$ cat src/sv/sbc_pkg.sv
// shared types and constants for the segment box clipper
// no dependencies
package sbc_pkg;

    localparam int SBC_COORD_W   = 32;
    localparam int SBC_T_FRAC    = 16;
    localparam int SBC_T_W       = SBC_T_FRAC + 1;
    localparam int SBC_T_HALF    = 1 << (SBC_T_FRAC - 1);
    localparam logic [SBC_T_W-1:0] SBC_T_ONE = SBC_T_W'(1) << SBC_T_FRAC;
    localparam int SBC_DIV_STG   = 8;
    localparam int SBC_DIV_LAT   = SBC_DIV_STG + 1;
    localparam int SBC_NUM_AXES  = 3;
    localparam int SBC_NUM_FACES = 6;
    localparam int SBC_CFG_IDX_W = 3;

    localparam logic [SBC_CFG_IDX_W-1:0] SBC_REG_X_MIN = 3'd0;
    localparam logic [SBC_CFG_IDX_W-1:0] SBC_REG_X_MAX = 3'd1;
    localparam logic [SBC_CFG_IDX_W-1:0] SBC_REG_Y_MIN = 3'd2;
    localparam logic [SBC_CFG_IDX_W-1:0] SBC_REG_Y_MAX = 3'd3;
    localparam logic [SBC_CFG_IDX_W-1:0] SBC_REG_Z_MIN = 3'd4;
    localparam logic [SBC_CFG_IDX_W-1:0] SBC_REG_Z_MAX = 3'd5;

    typedef struct packed {
        logic               valid;
        logic               hit;
        logic [SBC_T_W-1:0] tmin;
        logic [SBC_T_W-1:0] tmax;
    } t_ctl;

endpackage

$ cat src/sv/sbc_div.sv
// pipelined restoring divider giving the crossing parameter of one face
// depends on sbc_pkg
module sbc_div #(
    parameter int COORD_WIDTH = sbc_pkg::SBC_COORD_W
) (
    input  logic                            i_clk,
    input  logic                            i_en,
    input  logic [COORD_WIDTH:0]            i_num,
    input  logic [COORD_WIDTH:0]            i_den,
    output logic [sbc_pkg::SBC_T_W-1:0]     o_t
);
    import sbc_pkg::*;

    localparam int NW    = COORD_WIDTH + 1;
    localparam int STEPS = SBC_T_FRAC / SBC_DIV_STG;

    logic [NW-1:0]         r_r    [SBC_DIV_STG+1];
    logic [NW-1:0]         r_d    [SBC_DIV_STG+1];
    logic [SBC_T_FRAC-1:0] r_q    [SBC_DIV_STG+1];
    logic                  r_zero [SBC_DIV_STG+1];
    logic                  r_one  [SBC_DIV_STG+1];

    logic          w_nneg, w_dneg;
    logic [NW-1:0] w_nm, w_dm;

    always_comb begin
        w_nneg = i_num[NW-1];
        w_dneg = i_den[NW-1];
        w_nm   = w_nneg ? (~i_num + 1'b1) : i_num;
        w_dm   = w_dneg ? (~i_den + 1'b1) : i_den;
    end

    // magnitudes and the cases that need no division
    always_ff @(posedge i_clk) begin
        if (i_en) begin
            r_r[0]    <= w_nm;
            r_d[0]    <= w_dm;
            r_q[0]    <= '0;
            r_zero[0] <= (i_den == '0) || (i_num == '0) || (w_nneg != w_dneg);
            r_one[0]  <= (w_nm >= w_dm);
        end
    end

    for (genvar g = 0; g < SBC_DIV_STG; g++) begin : g_stg
        logic [NW-1:0]         n_r;
        logic [SBC_T_FRAC-1:0] n_q;
        logic [NW:0]           w_sh;

        always_comb begin
            n_r  = r_r[g];
            n_q  = r_q[g];
            w_sh = '0;
            for (int k = 0; k < STEPS; k++) begin
                w_sh = {n_r, 1'b0};
                n_q  = {n_q[SBC_T_FRAC-2:0], 1'b0};
                if (w_sh >= {1'b0, r_d[g]}) begin
                    w_sh   = w_sh - {1'b0, r_d[g]};
                    n_q[0] = 1'b1;
                end
                n_r = w_sh[NW-1:0];
            end
        end

        always_ff @(posedge i_clk) begin
            if (i_en) begin
                r_r[g+1]    <= n_r;
                r_d[g+1]    <= r_d[g];
                r_q[g+1]    <= n_q;
                r_zero[g+1] <= r_zero[g];
                r_one[g+1]  <= r_one[g];
            end
        end
    end

    assign o_t = r_zero[SBC_DIV_STG] ? '0 :
                 r_one[SBC_DIV_STG]  ? SBC_T_ONE :
                                       {1'b0, r_q[SBC_DIV_STG]};

endmodule

$ cat config.mk
export PLATFORM = sky130hd
export DESIGN_NAME = sbc_div
export DESIGN_NICKNAME = d
export VERILOG_FILES = /design/src/sv/sbc_pkg.sv /design/src/sv/sbc_div.sv
export SDC_FILE = /design/constraint.sdc
export NUM_CORES = 2
export LEC_CHECK = 0
export BUFFER_PORTS_ARGS = -buffer_cell sky130_fd_sc_hd__buf_2
export CAP_MARGIN = 15
export CELL_PAD_IN_SITES_DETAIL_PLACEMENT = 0
export CELL_PAD_IN_SITES_GLOBAL_PLACEMENT = 1
export CORE_MARGIN = 8
export CORE_UTILIZATION = 25
export DETAILED_ROUTE_END_ITERATION = 8
export PLACE_DENSITY_LB_ADDON = 0.1
export SYNTH_ARGS = -nofsm -noshare
export SYNTH_HDL_FRONTEND = slang
export SYNTH_SLANG_ARGS = --single-unit
export TNS_END_PERCENT = 30
$ cat constraint.sdc
create_clock -name i_clk -period 13.15 [get_ports i_clk]
set_input_delay 0.6575 -clock i_clk [delete_from_list [all_inputs] [get_ports i_clk]]
set_output_delay 0.6575 -clock i_clk [all_outputs]
set_load 0.05 [all_outputs]
[Yosys cells after proc, flatten, opt, wreduce, memory -nomap -nowiden]
Memories as Yosys holds them, arrays and structs flattened.
Index checks and enable logic that the tools add are counted.
Word-level totals
  register bits: 0
  memories: 5
  memory bits (writable): 756
  output and inout bits: 17
  logic and storage cells: 85
  input port bits: 68
Memory list
  r_d: depth 9, width 33, rd ports 8, clocked after Yosys merged registers in 0, wr ports 9, line sbc_div.sv:18  | logic [NW-1:0] r_d [SBC_DIV_STG+1];
  r_r: depth 9, width 33, rd ports 8, clocked after Yosys merged registers in 0, wr ports 9, line sbc_div.sv:17  | logic [NW-1:0] r_r [SBC_DIV_STG+1];
  r_q: depth 9, width 16, rd ports 9, clocked after Yosys merged registers in 0, wr ports 9, line sbc_div.sv:19  | logic [SBC_T_FRAC-1:0] r_q [SBC_DIV_STG+1];
  r_one: depth 9, width 1, rd ports 9, clocked after Yosys merged registers in 0, wr ports 9, line sbc_div.sv:21  | logic r_one [SBC_DIV_STG+1];
  r_zero: depth 9, width 1, rd ports 9, clocked after Yosys merged registers in 0, wr ports 9, line sbc_div.sv:20  | logic r_zero [SBC_DIV_STG+1];
Cells by class
  magnitude comparators: 17
  equal/unequal tests: 1
  $add $sub $neg: 18
  bitwise logic cells: 2
  reductions and logical operators: 4
  mux-type cells: 38
Operator list (count)
  $mux W33: 18
  $ge A34 B33 Y1: 16
  $sub A33 B33 Y33: 16
  $add A33 B1 Y33 const B: 2
  $logic_not A33 Y1: 2
  $not A33 Y33: 2
  $mux W17: 2
  $ge A33 B33 Y1: 1
  $mux W1: 18
  $logic_or A1 B1 Y1: 2
  $ne A1 B1 Y1: 1

[Longest topological paths before layout]
An unclocked memory read counts as a cell.
  depth in word-level cells: 5
  depth in mapped cells: 28
  gate-level depth less buffers: 23

[Worst setup path before layout]
No wires, ideal clock.
  path kind: reg2reg
  start: memory r_d[0][132] in the netlist's numbering
  end: memory r_r[0][192] in the netlist's numbering (data pin)
  setup slack: 7363 ps
  arrival: 5528 ps
  library setup time: 260 ps
  buffers on the path: 3
  period minus slack after synthesis: 5787 ps
  required time: 12890 ps
  cell stages (with the launch flop): 24
  cells stage by stage: edfxtp_1 inv_1 fa_1 a211oi_1 o21ai_0 a31o_2 a22oi_1 a31oi_1 a31o_2 clkbuf_1 buf_2 mux2_2 ha_1 o21ai_0 a21oi_1 o211a_1 a211o_1 and3_1 o31a_1 o21ai_1 a21boi_1 nor3_4 buf_6 mux2_2
RTL lines (line)
  from (decl): sbc_div.sv:18
  to (decl): sbc_div.sv:17

==> run metrics <==
status finished, final reports clean; CTS H-tree lvls 3; final max-slew violation count 0; Clk Tree Root Cell clkbuf_16; detailed placement HPWL 146,000 µm; Setup TNS 0 ns; portion of netlist area occupied by mux cells 0.0678; Distinct cells, synth 96; fin crit share 0.667; Post-Route WL 177,000 µm; Avg Inst Size Synth 9.56 µm²; Clock Latency Late Sink 0.74 ns; clk buf depth 3; number of buffers created by CTS 86; DRT iter0 DRCs 1,783; post-DR vias/cell 4.81; slew margin rel. 0.213; Final Hold Fails 0; Critical Path AT 9.24 ns; Async SR Flop Fraction 0; routed len/inst 20.9 µm; Post-Syn Area 0.0524 mm²; gpl congestion 0.800; Final ANT Viol Nets 0; first-pass GRT wire length 266,000 µm; Worst path slowest cell nor4_1; Synth Register Bits 618; Post-Synth Simple-Gate Area 0.126; IO Count 85; worst min path class input pin to register; IO buf count 84; area leader, netlist edfxtp_1; Period minus WS final 8.77 ns; chip height 474 µm; core region area 0.209 mm²; Compound-Gate Fraction of Synth Area 0.197; Rows 168; initial core utilization 0.251; Post-synth EDFFs 618; slew of the pin with the lowest slew margin 1.17 ns; fin worst setup slack 4.38 ns; # clock sinks 618; DR pass1 iterations 5; pre-CTS setup slack 4.42 ns; sequential area share after synthesis 0.354; xor/xnor cell area share of the yosys netlist 0.0777; Worst Path Max Fanout 48; Area growth syn-to-layout 12.5%; Critical Path, Cell by Cell inv_1 > fa_1 > a21oi_1 > o211ai_1 > a41oi_2 > o211ai_1 > a21oi_1 > o21ai_0 > a21boi_4 > buf_4 > mux2_2 > ha_1 > nand4_1 > nor4_1 > a32oi_1 > nand4bb_1 > a41oi_1 > o311ai_0 > a31oi_1 > o21ai_4 > buf_4 > mux2_2; synth warn 0; Worst setup EP type register; die footprint 0.225 mm²; Clock transition at path regs 0.06 ns; fin nets 6,202; number of global-route vias before repair 42.4k; combinational family with the most area after synthesis compound AO/OA/AOI/OAI gates; GRT Total Usage 0.153; post-synthesis adder-cell area fraction 0.135; syn_nets 6,116; total number of vias 40.6k; Setup CP Type register to register; CTS tree yes; Critical Path RT 13.62 ns; largest net degree at the start of global routing 148; Synth area leaders edfxtp_1, ha_1, mux2_2; Residual DRC 0; area of the multi-input gates 0.0318 mm²; CP max stage delay 1.00 ns; maxcap violations 0; layout cell share with drive strength beyond 1 0.110; antenna violations before repair 6; Worst Skew 0.0764 ns; CP Launch Type register; GR Overflow Total 0; Min-Delay Startpoint i_den[0]; top-area cell type share of the netlist area 0.354; ys flop type edfxtp_1; FF-to-FF Start r_d[0][33]; fmax 0.114 GHz; Die W 474 µm; Setup violations, final 0; critical path startpoint r_d[0][33]; post-CTS sizing 0; cts hold-fix bufs 0; Cells after Synth 5,486; RSZ-0062 raised after global routing false; register area 0.0186 mm²; Post-CTS Setup Bufs 0; Filler cells 22.2k
-- worst max-delay path: cells and delay by family (launching register included) --
kind                     cells  cell delay [ns]
AO/OA/AOI/OAI               12             3.63
adder cells (fa/ha/maj)      2             0.87
buffers and inverters        3             1.09
flip-flops                   1             0.56
multiplexers                 2             0.82
AND/OR/NAND/NOR              3             1.43
-- cells in the final DEF, fill, tap and decap left out, types with 31 or more instances in the layout --
| cell | Yosys | final |
|---|---|---|
| buf_4 | 1 | 37 |
| nand2b_1 | 74 | 74 |
| a21o_1 | 206 | 206 |
| buf_2 | 34 | 83 |
| nand2_1 | 371 | 371 |
| o31ai_1 | 49 | 49 |
| edfxtp_1 | 618 | 618 |
| xor2_1 | 125 | 125 |
| inv_1 | 418 | 418 |
| nor3_1 | 78 | 76 |
| nor2_1 | 369 | 368 |
| xnor2_1 | 340 | 340 |
| o211ai_1 | 31 | 31 |
| nand4_1 | 77 | 77 |
| o21ai_0 | 336 | 336 |
| mux2_2 | 289 | 289 |
| a31oi_1 | 44 | 44 |
| a21oi_1 | 514 | 513 |
| clkbuf_16 | 0 | 86 |
| and2_1 | 46 | 46 |
| ha_1 | 554 | 554 |
| and3_1 | 42 | 42 |
| o21bai_1 | 56 | 56 |
| nor2b_1 | 57 | 57 |
| a211oi_1 | 58 | 58 |
| nand3_1 | 106 | 106 |
| o21a_1 | 63 | 63 |
-- stage by stage --
step,utilization,cells,area [µm²],hold slack [ns]
floorplan,-,5486,52400,0.400
global placement,0.268,8288,56100,0.401
detailed placement,0.269,8289,56200,0.405
CTS,0.282,8445,59000,0.0936
global route,0.282,8446,59000,0.133
finish,0.282,8446,59000,0.187
-- worst paths after layout --
check / slack (ns) / cells past startpoint / endpoint
max: 4.38 / 22 / r_r[0][75]
min: 0.19 / 1 / r_d[0][0]
max reg2reg: 4.38 / 22 / r_r[0][75]
min reg2reg: 0.41 / 0 / r_q[4][5]
-- layer usage --
metal | GRT usage | part of all wire | up-vias
met3 | 0.0139 | 0.021 | 234
met1 | 0.185 | 0.44 | 19382
met2 | 0.279 | 0.50 | 437
met5 | 0 | 0 | -
li1 | - | - | 20567
met4 | 0.0594 | 0.040 | 0
-- sequential cells by signal, summed over array words and instances, names as in the netlist --
signal,cells
r_one,9
r_r,264
r_d,264
r_q,72
r_zero,9
-- layout make-up --
| class | count | share of cell area |
|---|---|---|
| diodes | 1 | 0.0000424 |
| clock buffers | 104 | 0.0376 |
| clock inverters | 52 | 0.0106 |
| inverters | 420 | 0.0267 |
| multi-input cells | 4324 | 0.539 |
| flip-flops and latches | 618 | 0.314 |
| well taps | 2805 | 0.0595 |
| repair buffers | 122 | 0.0123 |
-- cells in the mapped netlist, drive strengths merged, types with 13 or more instances --
| master | instances |
|---|---|
| a211o | 19 |
| mux2i | 23 |
| ha | 554 |
| and2 | 46 |
| nand4 | 77 |
| nor2b | 57 |
| o31ai | 52 |
| nor2 | 369 |
| nand2b | 74 |
| a2111oi | 13 |
| nor3 | 81 |
| or2 | 29 |
| nand3 | 106 |
| and4 | 16 |
| clkbuf | 75 |
| o21bai | 56 |
| buf | 49 |
| a211oi | 61 |
| a21o | 206 |
| xor2 | 125 |
| a41oi | 13 |
| a21boi | 24 |
| inv | 419 |
| o31a | 14 |
| and3 | 42 |
| o21a | 63 |
| o21ai | 351 |
| a21oi | 517 |
| a31oi | 46 |
| o41ai | 18 |
| o211ai | 31 |
| or3 | 30 |
| xnor2 | 340 |
| nor4 | 34 |
| edfxtp | 618 |
| mux2 | 295 |
| nand2 | 371 |
-- cell families after synthesis --
logic type,count (synthesis)
buffers and inverters,544
adders and majority gates,562
and+or+nand+nor,1368
xor gates and xnor gates,465
AOI/OAI and AO/OA,1611
DFF,618
muxes,318
Power is not shown: default switching activity piles up to over one toggle a cycle in this logic, so the estimate is an artifact.
